`src/hw/rtl/assert_macros.svh`:
```
// ---------------------------------------------------------------------------
// Assertion macros
// Shared concurrent assertion forms with a clock and an active-low reset.
// ---------------------------------------------------------------------------
`ifndef ASSERT_MACROS_SVH
`define ASSERT_MACROS_SVH

// The consequent must hold in the same cycle as the antecedent.
`define CHK_SAME(label, clk, rst_n, ante, cons) \
    label: assert property (@(posedge clk) disable iff (!rst_n) (ante) |-> (cons)) \
        else $error("same-cycle check failed");

// The consequent must hold in the cycle after the antecedent.
`define CHK_NEXT(label, clk, rst_n, ante, cons) \
    label: assert property (@(posedge clk) disable iff (!rst_n) (ante) |=> (cons)) \
        else $error("next-cycle check failed");

`endif

```
`src/hw/rtl/rgbes_pkg.sv`:
```
// ---------------------------------------------------------------------------
// RGB effect sequencer package
// Types, register codes and color tables shared by the sequencer modules.
// ---------------------------------------------------------------------------
package rgbes_pkg;

    localparam logic [1:0] MODE_JUMP    = 2'd0;
    localparam logic [1:0] MODE_GRADUAL = 2'd1;
    localparam logic [1:0] MODE_PULSE   = 2'd2;

    localparam logic [1:0] REG_EFFECT_MODE = 2'd0;
    localparam logic [1:0] REG_SPEED_LEVEL = 2'd1;
    localparam logic [1:0] REG_SPEED       = 2'd2;

    localparam logic [7:0] SPEED_LEVEL_RESET = 8'd99;
    localparam logic [7:0] LEVEL_FULL        = 8'd255;

    typedef struct packed {
        logic [7:0] red;
        logic [7:0] green;
        logic [7:0] blue;
    } rgb_t;

    typedef struct packed {
        rgb_t       color;
        logic [2:0] step;
    } result_t;

    function automatic rgb_t jump_colour(input logic [2:0] idx);
        rgb_t c;
        case (idx)
            3'd0:    c = '{8'd255, 8'd0,   8'd0};
            3'd1:    c = '{8'd0,   8'd255, 8'd0};
            3'd2:    c = '{8'd0,   8'd0,   8'd255};
            3'd3:    c = '{8'd200, 8'd235, 8'd20};
            3'd4:    c = '{8'd255, 8'd255, 8'd0};
            3'd5:    c = '{8'd255, 8'd0,   8'd255};
            3'd6:    c = '{8'd0,   8'd255, 8'd255};
            default: c = '{8'd255, 8'd255, 8'd255};
        endcase
        return c;
    endfunction

    function automatic rgb_t pulse_target(input logic [1:0] idx);
        rgb_t c;
        case (idx)
            2'd1:    c = '{8'd0,   8'd255, 8'd0};
            2'd2:    c = '{8'd0,   8'd0,   8'd255};
            default: c = '{8'd255, 8'd0,   8'd0};
        endcase
        return c;
    endfunction

endpackage

```
`src/hw/rtl/rgb_effect_sequencer.sv`:
```
// ---------------------------------------------------------------------------
// RGB effect sequencer
// Tick-driven RGB lighting effects: color jump, gradual hue ramp and pulse
// fade, with one color result for every input item.
// ---------------------------------------------------------------------------
//  Channel  Direction  Handshake            Payload
//  in       input      in_valid, in_stall   tick
//  out      output     out_valid, out_stall red/green/blue_level, effect_step
//  cfg      input      cfg_wr_en            cfg_index, cfg_data
//
// One item is accepted per cycle unless in_stall is high; its result is registered.
// The effect state updates in the accepting cycle, together with the buffered result.
// A skid entry behind the result register absorbs one item while out is stalled.
// Reset is asynchronous: default config, cleared effect state, no buffered results.
// ---------------------------------------------------------------------------
`include "assert_macros.svh"

module rgb_effect_sequencer (
    input  logic       clk,
    input  logic       rst_n,
    input  logic       cfg_wr_en,
    input  logic [1:0] cfg_index,
    input  logic [7:0] cfg_data,
    input  logic       in_valid,
    output logic       in_stall,
    input  logic       tick,
    output logic       out_valid,
    input  logic       out_stall,
    output logic [7:0] red_level,
    output logic [7:0] green_level,
    output logic [7:0] blue_level,
    output logic [2:0] effect_step
);
    import rgbes_pkg::*;

    logic    accept;
    result_t core_result;
    result_t out_result;

    assign accept = in_valid && !in_stall;

    rgbes_core u_core (
        .clk       (clk),
        .rst_n     (rst_n),
        .cfg_wr_en (cfg_wr_en),
        .cfg_index (cfg_index),
        .cfg_data  (cfg_data),
        .accept    (accept),
        .tick      (tick),
        .result    (core_result)
    );

    rgbes_out_buf u_out_buf (
        .clk       (clk),
        .rst_n     (rst_n),
        .wr_en     (accept),
        .wr_data   (core_result),
        .full      (in_stall),
        .out_valid (out_valid),
        .out_stall (out_stall),
        .out_data  (out_result)
    );

    assign red_level   = out_result.color.red;
    assign green_level = out_result.color.green;
    assign blue_level  = out_result.color.blue;
    assign effect_step = out_result.step;

    `CHK_SAME(a_stall_has_result, clk, rst_n, in_stall, out_valid)
    `CHK_NEXT(a_accept_gives_result, clk, rst_n, accept, out_valid)
    `CHK_NEXT(a_skid_drains, clk, rst_n, in_stall && !out_stall, !in_stall)

endmodule

```
`src/hw/rtl/rgbes_core.sv`:
```
// ---------------------------------------------------------------------------
// RGB effect sequencer core
// Holds the configuration and effect state and computes the next color
// and step for each accepted item combinationally.
// ---------------------------------------------------------------------------
module rgbes_core (
    input  logic              clk,
    input  logic              rst_n,
    input  logic              cfg_wr_en,
    input  logic [1:0]        cfg_index,
    input  logic [7:0]        cfg_data,
    input  logic              accept,
    input  logic              tick,
    output rgbes_pkg::result_t result
);
    import rgbes_pkg::*;

    logic [1:0] mode_reg;
    logic [7:0] level_reg;
    logic [7:0] speed_reg;
    rgb_t       rgb_reg,   rgb_next;
    logic [2:0] phase_reg, phase_next;
    logic [7:0] count_reg, count_next;
    logic       half_reg,  half_next;

    logic [7:0] period;
    logic [7:0] count_inc;
    logic       fires;
    rgb_t       target;
    rgb_t       pulsed;

    assign period    = (level_reg > speed_reg) ? 8'(level_reg - speed_reg) : 8'd0;
    assign count_inc = 8'(count_reg + 8'd1);
    assign fires     = (count_inc >= period);
    assign target    = pulse_target((phase_reg < 3'd3) ? phase_reg[1:0] : 2'd0);

    always_comb
    begin
        pulsed.red   = (rgb_reg.red   > target.red)   ? 8'(rgb_reg.red   - 8'd1) : target.red;
        pulsed.green = (rgb_reg.green > target.green) ? 8'(rgb_reg.green - 8'd1) : target.green;
        pulsed.blue  = (rgb_reg.blue  > target.blue)  ? 8'(rgb_reg.blue  - 8'd1) : target.blue;
    end

    always_comb
    begin
        rgb_next   = rgb_reg;
        phase_next = phase_reg;
        count_next = count_reg;
        half_next  = half_reg;
        if (accept && tick)
        begin
            case (mode_reg)
                MODE_JUMP:
                begin
                    rgb_next = jump_colour(phase_reg);
                    if (half_reg)
                    begin
                        half_next  = 1'b0;
                        count_next = fires ? 8'd0 : count_inc;
                        if (fires)
                        begin
                            phase_next = 3'(phase_reg + 3'd1);
                        end
                    end
                    else
                    begin
                        half_next = 1'b1;
                    end
                end
                MODE_GRADUAL:
                begin
                    count_next = fires ? 8'd0 : count_inc;
                    if (fires)
                    begin
                        case (phase_reg)
                            3'd0:
                            begin
                                rgb_next = '{LEVEL_FULL, 8'(rgb_reg.green + 8'd1), 8'd0};
                                if (rgb_next.green == LEVEL_FULL) phase_next = 3'd1;
                            end
                            3'd1:
                            begin
                                rgb_next = '{8'(rgb_reg.red - 8'd1), LEVEL_FULL, 8'd0};
                                if (rgb_next.red == 8'd0) phase_next = 3'd2;
                            end
                            3'd2:
                            begin
                                rgb_next = '{8'd0, LEVEL_FULL, 8'(rgb_reg.blue + 8'd1)};
                                if (rgb_next.blue == LEVEL_FULL) phase_next = 3'd3;
                            end
                            3'd3:
                            begin
                                rgb_next = '{8'd0, 8'(rgb_reg.green - 8'd1), LEVEL_FULL};
                                if (rgb_next.green == 8'd0) phase_next = 3'd4;
                            end
                            3'd4:
                            begin
                                rgb_next = '{8'(rgb_reg.red + 8'd1), 8'd0, LEVEL_FULL};
                                if (rgb_next.red == LEVEL_FULL) phase_next = 3'd5;
                            end
                            3'd5:
                            begin
                                rgb_next = '{LEVEL_FULL, 8'd0, 8'(rgb_reg.blue - 8'd1)};
                                if (rgb_next.blue == 8'd0) phase_next = 3'd0;
                            end
                            default:
                            begin
                                rgb_next = rgb_reg;
                            end
                        endcase
                    end
                end
                MODE_PULSE:
                begin
                    count_next = fires ? 8'd0 : count_inc;
                    if (fires)
                    begin
                        rgb_next = pulsed;
                        if (pulsed == target)
                        begin
                            phase_next = (phase_reg < 3'd2) ? 3'(phase_reg + 3'd1) : 3'd0;
                        end
                    end
                end
                default:
                begin
                    rgb_next = rgb_reg;
                end
            endcase
        end
        if (cfg_wr_en && (cfg_index == REG_EFFECT_MODE))
        begin
            case (cfg_data[1:0])
                MODE_JUMP:
                begin
                    rgb_next   = '{8'd0, 8'd0, 8'd0};
                    phase_next = 3'd0;
                    count_next = 8'd0;
                    half_next  = 1'b0;
                end
                MODE_GRADUAL:
                begin
                    rgb_next   = '{8'd0, 8'd0, 8'd0};
                    phase_next = 3'd0;
                    count_next = 8'd0;
                end
                MODE_PULSE:
                begin
                    rgb_next   = '{LEVEL_FULL, LEVEL_FULL, LEVEL_FULL};
                    phase_next = 3'd0;
                    half_next  = 1'b0;
                end
                default:
                begin
                    rgb_next = rgb_reg;
                end
            endcase
        end
    end

    always_ff @(posedge clk or negedge rst_n)
    begin
        if (!rst_n)
        begin
            mode_reg  <= MODE_JUMP;
            level_reg <= SPEED_LEVEL_RESET;
            speed_reg <= 8'd0;
        end
        else if (cfg_wr_en)
        begin
            unique case (cfg_index)
                REG_EFFECT_MODE: mode_reg  <= cfg_data[1:0];
                REG_SPEED_LEVEL: level_reg <= cfg_data;
                REG_SPEED:       speed_reg <= cfg_data;
                default:         mode_reg  <= mode_reg;
            endcase
        end
    end

    always_ff @(posedge clk or negedge rst_n)
    begin
        if (!rst_n)
        begin
            rgb_reg   <= '{8'd0, 8'd0, 8'd0};
            phase_reg <= 3'd0;
            count_reg <= 8'd0;
            half_reg  <= 1'b0;
        end
        else
        begin
            rgb_reg   <= rgb_next;
            phase_reg <= phase_next;
            count_reg <= count_next;
            half_reg  <= half_next;
        end
    end

    assign result.color = rgb_next;
    assign result.step  = phase_next;

endmodule

```
`src/hw/rtl/rgbes_out_buf.sv`:
```
// ---------------------------------------------------------------------------
// RGB effect sequencer output buffer
// Two-entry result register with a skid stage so that a new item can be
// taken while a finished result is still stalled.
// ---------------------------------------------------------------------------
module rgbes_out_buf (
    input  logic               clk,
    input  logic               rst_n,
    input  logic               wr_en,
    input  rgbes_pkg::result_t wr_data,
    output logic               full,
    output logic               out_valid,
    input  logic               out_stall,
    output rgbes_pkg::result_t out_data
);
    import rgbes_pkg::*;

    logic    main_valid_reg, main_valid_next;
    logic    skid_valid_reg, skid_valid_next;
    result_t main_reg,       main_next;
    result_t skid_reg,       skid_next;
    logic    pop;

    assign pop = main_valid_reg && !out_stall;

    always_comb
    begin
        main_valid_next = main_valid_reg;
        skid_valid_next = skid_valid_reg;
        main_next       = main_reg;
        skid_next       = skid_reg;
        if (skid_valid_reg)
        begin
            if (pop)
            begin
                main_next       = skid_reg;
                skid_valid_next = 1'b0;
            end
        end
        else if (wr_en)
        begin
            if (pop || !main_valid_reg)
            begin
                main_next       = wr_data;
                main_valid_next = 1'b1;
            end
            else
            begin
                skid_next       = wr_data;
                skid_valid_next = 1'b1;
            end
        end
        else if (pop)
        begin
            main_valid_next = 1'b0;
        end
    end

    always_ff @(posedge clk or negedge rst_n)
    begin
        if (!rst_n)
        begin
            main_valid_reg <= 1'b0;
            skid_valid_reg <= 1'b0;
        end
        else
        begin
            main_valid_reg <= main_valid_next;
            skid_valid_reg <= skid_valid_next;
        end
    end

    always_ff @(posedge clk)
    begin
        main_reg <= main_next;
        skid_reg <= skid_next;
    end

    assign full      = skid_valid_reg;
    assign out_valid = main_valid_reg;
    assign out_data  = main_reg;

endmodule
```
`config.mk`:
```
export PLATFORM = sky130hd
export DESIGN_NAME = rgb_effect_sequencer
export DESIGN_NICKNAME = d
export VERILOG_FILES = /design/src/hw/rtl/rgbes_pkg.sv /design/src/hw/rtl/rgb_effect_sequencer.sv /design/src/hw/rtl/rgbes_core.sv /design/src/hw/rtl/rgbes_out_buf.sv
export VERILOG_INCLUDE_DIRS = /design/src /design/src/hw/rtl
export SDC_FILE = /design/constraint.sdc
export NUM_CORES = 1
export LEC_CHECK = 0
export BUFFER_PORTS_ARGS = -buffer_cell sky130_fd_sc_hd__buf_4
export CAP_MARGIN = 40
export CORE_AREA = 2 2 162 164
export CTS_BUF_LIST = sky130_fd_sc_hd__clkbuf_16
export DETAILED_ROUTE_END_ITERATION = 8
export DIE_AREA = 0 0 164 166
export GPL_TIMING_DRIVEN = 0
export HOLD_SLACK_MARGIN = 0.08
export PLACE_DENSITY_LB_ADDON = 0.25
export SETUP_SLACK_MARGIN = 0.4
export SLEW_MARGIN = 40
export SYNTH_ARGS = -nofsm -noshare
export SYNTH_HDL_FRONTEND = slang
export SYNTH_HIERARCHICAL = 1
export SYNTH_SLANG_ARGS = --single-unit
```
`constraint.sdc`:
```
create_clock -name clk -period 14.85 [get_ports clk]
set_input_delay 0.7425 -clock clk [delete_from_list [all_inputs] [get_ports clk]]
set_output_delay 0.7425 -clock clk [all_outputs]
set_load 0.01 [all_outputs]
```
==> results.md <==
- Run status: completed
- Cell taking the most area after synthesis: edfxtp_1
- DRT iter0 DRCs: between 700 and 800
- Height of the chip: 166 microns
- CTS tree: yes
- Clk slew on worst S/H paths: 0.08 ns
- Final #Nets: 1,111
- FF+latch count, synth: 110
- Layout cells sized above 1: 13.4%
- Max Slew Vio Count: 0
- Total I/O pin count: 45
- Avg Vias per Cell: 5.77
- PostCTS Resize Cnt: 0
- Final Cell Area: 9910 sq um
- Crit Path Class: reg2reg
- Initial Utilization: 34.3%
- Synth cell types: 83
- Clk Latency, worst-skew pair: 0.37 ns
- Most frequent cells in the layout: 86 x nand2_1, 79 x o21ai_0, 62 x clkbuf_1, 62 x ha_1, 61 x nor2_1
- Die Area: roughly 27,000 sq um
- Sequential fraction of the synthesis area: 34.5%
- Root buffer cell: clkbuf_16
- Worst clock skew: roughly 0.014 ns
- Final hold slack: 0.347 ns
- Post-Syn Area per Cell: 9.01 sq um
- Maximum level of the CTS H-tree: 3
- Post-CTS Repair Setup Buffers: 0
- Worst Hold Class: in2async
- Ranking of synthesized cells by area: edfxtp_1 18%, dfrtp_1 15%, ha_1 8.8%
- WP data arrival: 6.48 ns
- Pwr dens: 247 nW/um^2
- Core area: 25,600 sq um
- Fraction of the cycle the final worst path needs: 42.0%
- Final ANT Viol Nets: 0
- Worst endpoint required time: approximately 15 ns
- Clock sinks: between 100 and 150
- Number of max-cap violations: 0
- First-pass GRT wire length: 41.1 mm
- P&R area growth vs syn: 12.8%
- Final hold vios: 0
- Worst VDD drop: about 0.12 mV
- Final setup fails: 0
- FFs w/ async S/R, synth: 50.9%
- Routed Wire Length: 25.8 mm
- Worst Max-Slew Pin Slew: ~1.0 ns
- Post-synthesis cell area: 8790 sq um
- Setup tns final: 0 ns
- Post-Place Cell Area: 9580 sq um
- Largest net degree at the start of global routing: 57
- DR DRC count: 0
- Fin crit period: 6.24 ns
- Crit path launch: u_core/level_reg[0]$_DFFE_PN1P_
- Via count: 7,914
- Mapped Cells: approximately 980
- CTS max path bufs: 2
- Number of synthesized flops with an enable pin: 54
- Total number of yosys warnings: 6
- Fmax: 160 MHz
- CTS Hold Bufs: 0
- Critical R2R Launch: u_core/level_reg[0]$_DFFE_PN1P_
- Initial antenna violation count: 0
- Inserted Clock Buffers: 9
- Slew margin rel.: 32.7%
- CP Max Fanout: 10
- Worst setup SP type: flop
- Drt pass-1 iters: 5
- Leakage power: 3.85 nW
- RSZ-0062 raised after global routing: false
- CP Capture Type: flop
- # diodes: 0
- Gp weighted congestion: 0.913
- GRT Util Overall: 19.0%
- Main flop type after synthesis: edfxtp_1
- Vias in the first global route: 7,515
- Synth top area share: about 18%
- PortBufs: 44
- Die Wd: between 150 and 200 microns
- # rows: 59
- Post-Syn Nets: 1,054
- Commonest non-fill, non-tap cell in the layout: nand2_1
- GRT overflow: 0
- Hpwl dp: 18.8 mm
- WL per Instance: around 19 microns
==> stage by stage <==
stage / power [W] / std cells / utilization, % / setup slack (ns)
after floorplan: 0.00167 / 975 / - / 10.07
after global placement: 0.00212 / 1354 / 37.2 / 8.83
after detailed placement: 0.00214 / 1356 / 37.4 / 8.78
after CTS: 0.00242 / 1372 / 38.7 / 8.77
after global routing: 0.00263 / 1372 / 38.7 / 8.39
final: 0.00244 / 1372 / 38.7 / 8.61
==> kinds of logic after synthesis <==
| group | after synthesis | synth area share, % |
|---|---|---|
| simple gates | 292 | 16.8 |
| mux | 53 | 7.96 |
| compound gates | 314 | 23.1 |
| fa+ha+maj | 63 | 9.06 |
| flops | 110 | 34.5 |
| xor+xnor | 38 | 3.79 |
| buf+inv | 105 | 4.87 |
==> final timing paths <==
kind                       slack [ns]  cells after the start                               to
max in group asynchronous       14.10                      1      u_core/rgb_reg[1]$_DFF_PN0_
hold / removal                   0.35                      1  u_core/speed_reg[5]$_DFFE_PN0P_
min in group clk                 0.51                      1  u_core/speed_reg[3]$_DFFE_PN0P_
setup reg to reg                 8.61                     22  u_out_buf/out_data[6]$_DFFE_PP_
setup / recovery                 8.61                     22  u_out_buf/out_data[6]$_DFFE_PP_
hold reg to reg                  0.51                      1  u_core/speed_reg[3]$_DFFE_PN0P_
==> synth_stat cells, types with 5 or more instances <==
master    instances
and3_1            5
a31oi_1          37
clkbuf_1         62
or2_2             5
o21a_1            7
or3_1             5
a21o_1           11
o21ai_0          79
nand2b_1         15
mux2_2           19
nand4_1          13
nor4_1            7
dfrtp_1          52
nand3_1          19
a21oi_1          58
o21ai_1           9
nand2_1          86
mux2_4           29
a211oi_1         11
xor2_1           20
xnor2_1          18
o221ai_1         19
nor2b_1          14
mux2i_1           5
o22ai_1          12
and2_1            8
ha_1             62
inv_1            34
a22o_1            6
nor2_1           62
nor3_1           21
nand3b_1          8
o211ai_1         14
edfxtp_1         54
==> report_power, final <==
part           total, W  switching, W  internal (W)
clock network  0.000273      0.000135      0.000137
registers      0.000534     0.0000815      0.000453
logic           0.00164       0.00102      0.000613
total           0.00244       0.00124       0.00120
==> layer usage <==
layer | vias to the layer above | track usage, % | wire [microns]
met1 | 3755 | 26.2 | 11700
met5 | - | 0 | 0
met2 | 350 | 29.7 | 11500
li1 | 3753 | - | -
met3 | 56 | 3.57 | 1970
met4 | 0 | 6.48 | 723
==> cell type report <==
cell class              instances  area, sq um
plain buffers                  70          297
clock buffers                   9          225
clock inverters                 7          101
fillers                      2618        15700
inverters                      35          131
multi-input cells             760         5350
flip-flops and latches        110         3030
well taps                     335          419
repair buffers                 46          364
==> critical path, stage by stage (launching register included) <==
cell       delay [ns]
dfstp_2          0.37
inv_1            0.04
ha_1             0.13
inv_1            0.06
fa_1             0.40
a21o_1           0.19
a21oi_1          0.23
o21bai_1         0.10
a21oi_1          0.25
nor2b_1          0.08
o21a_1           0.17
o22a_1           0.28
nor2b_1          0.17
ha_1             0.26
nand2b_1         0.14
a2111oi_0        0.50
nor3_1           0.21
nor2_1           0.62
clkbuf_1         0.50
clkbuf_1         0.49
o221ai_1         0.21
a31oi_1          0.50
mux2_4           0.24
Power figures use the tool's default switching activity.
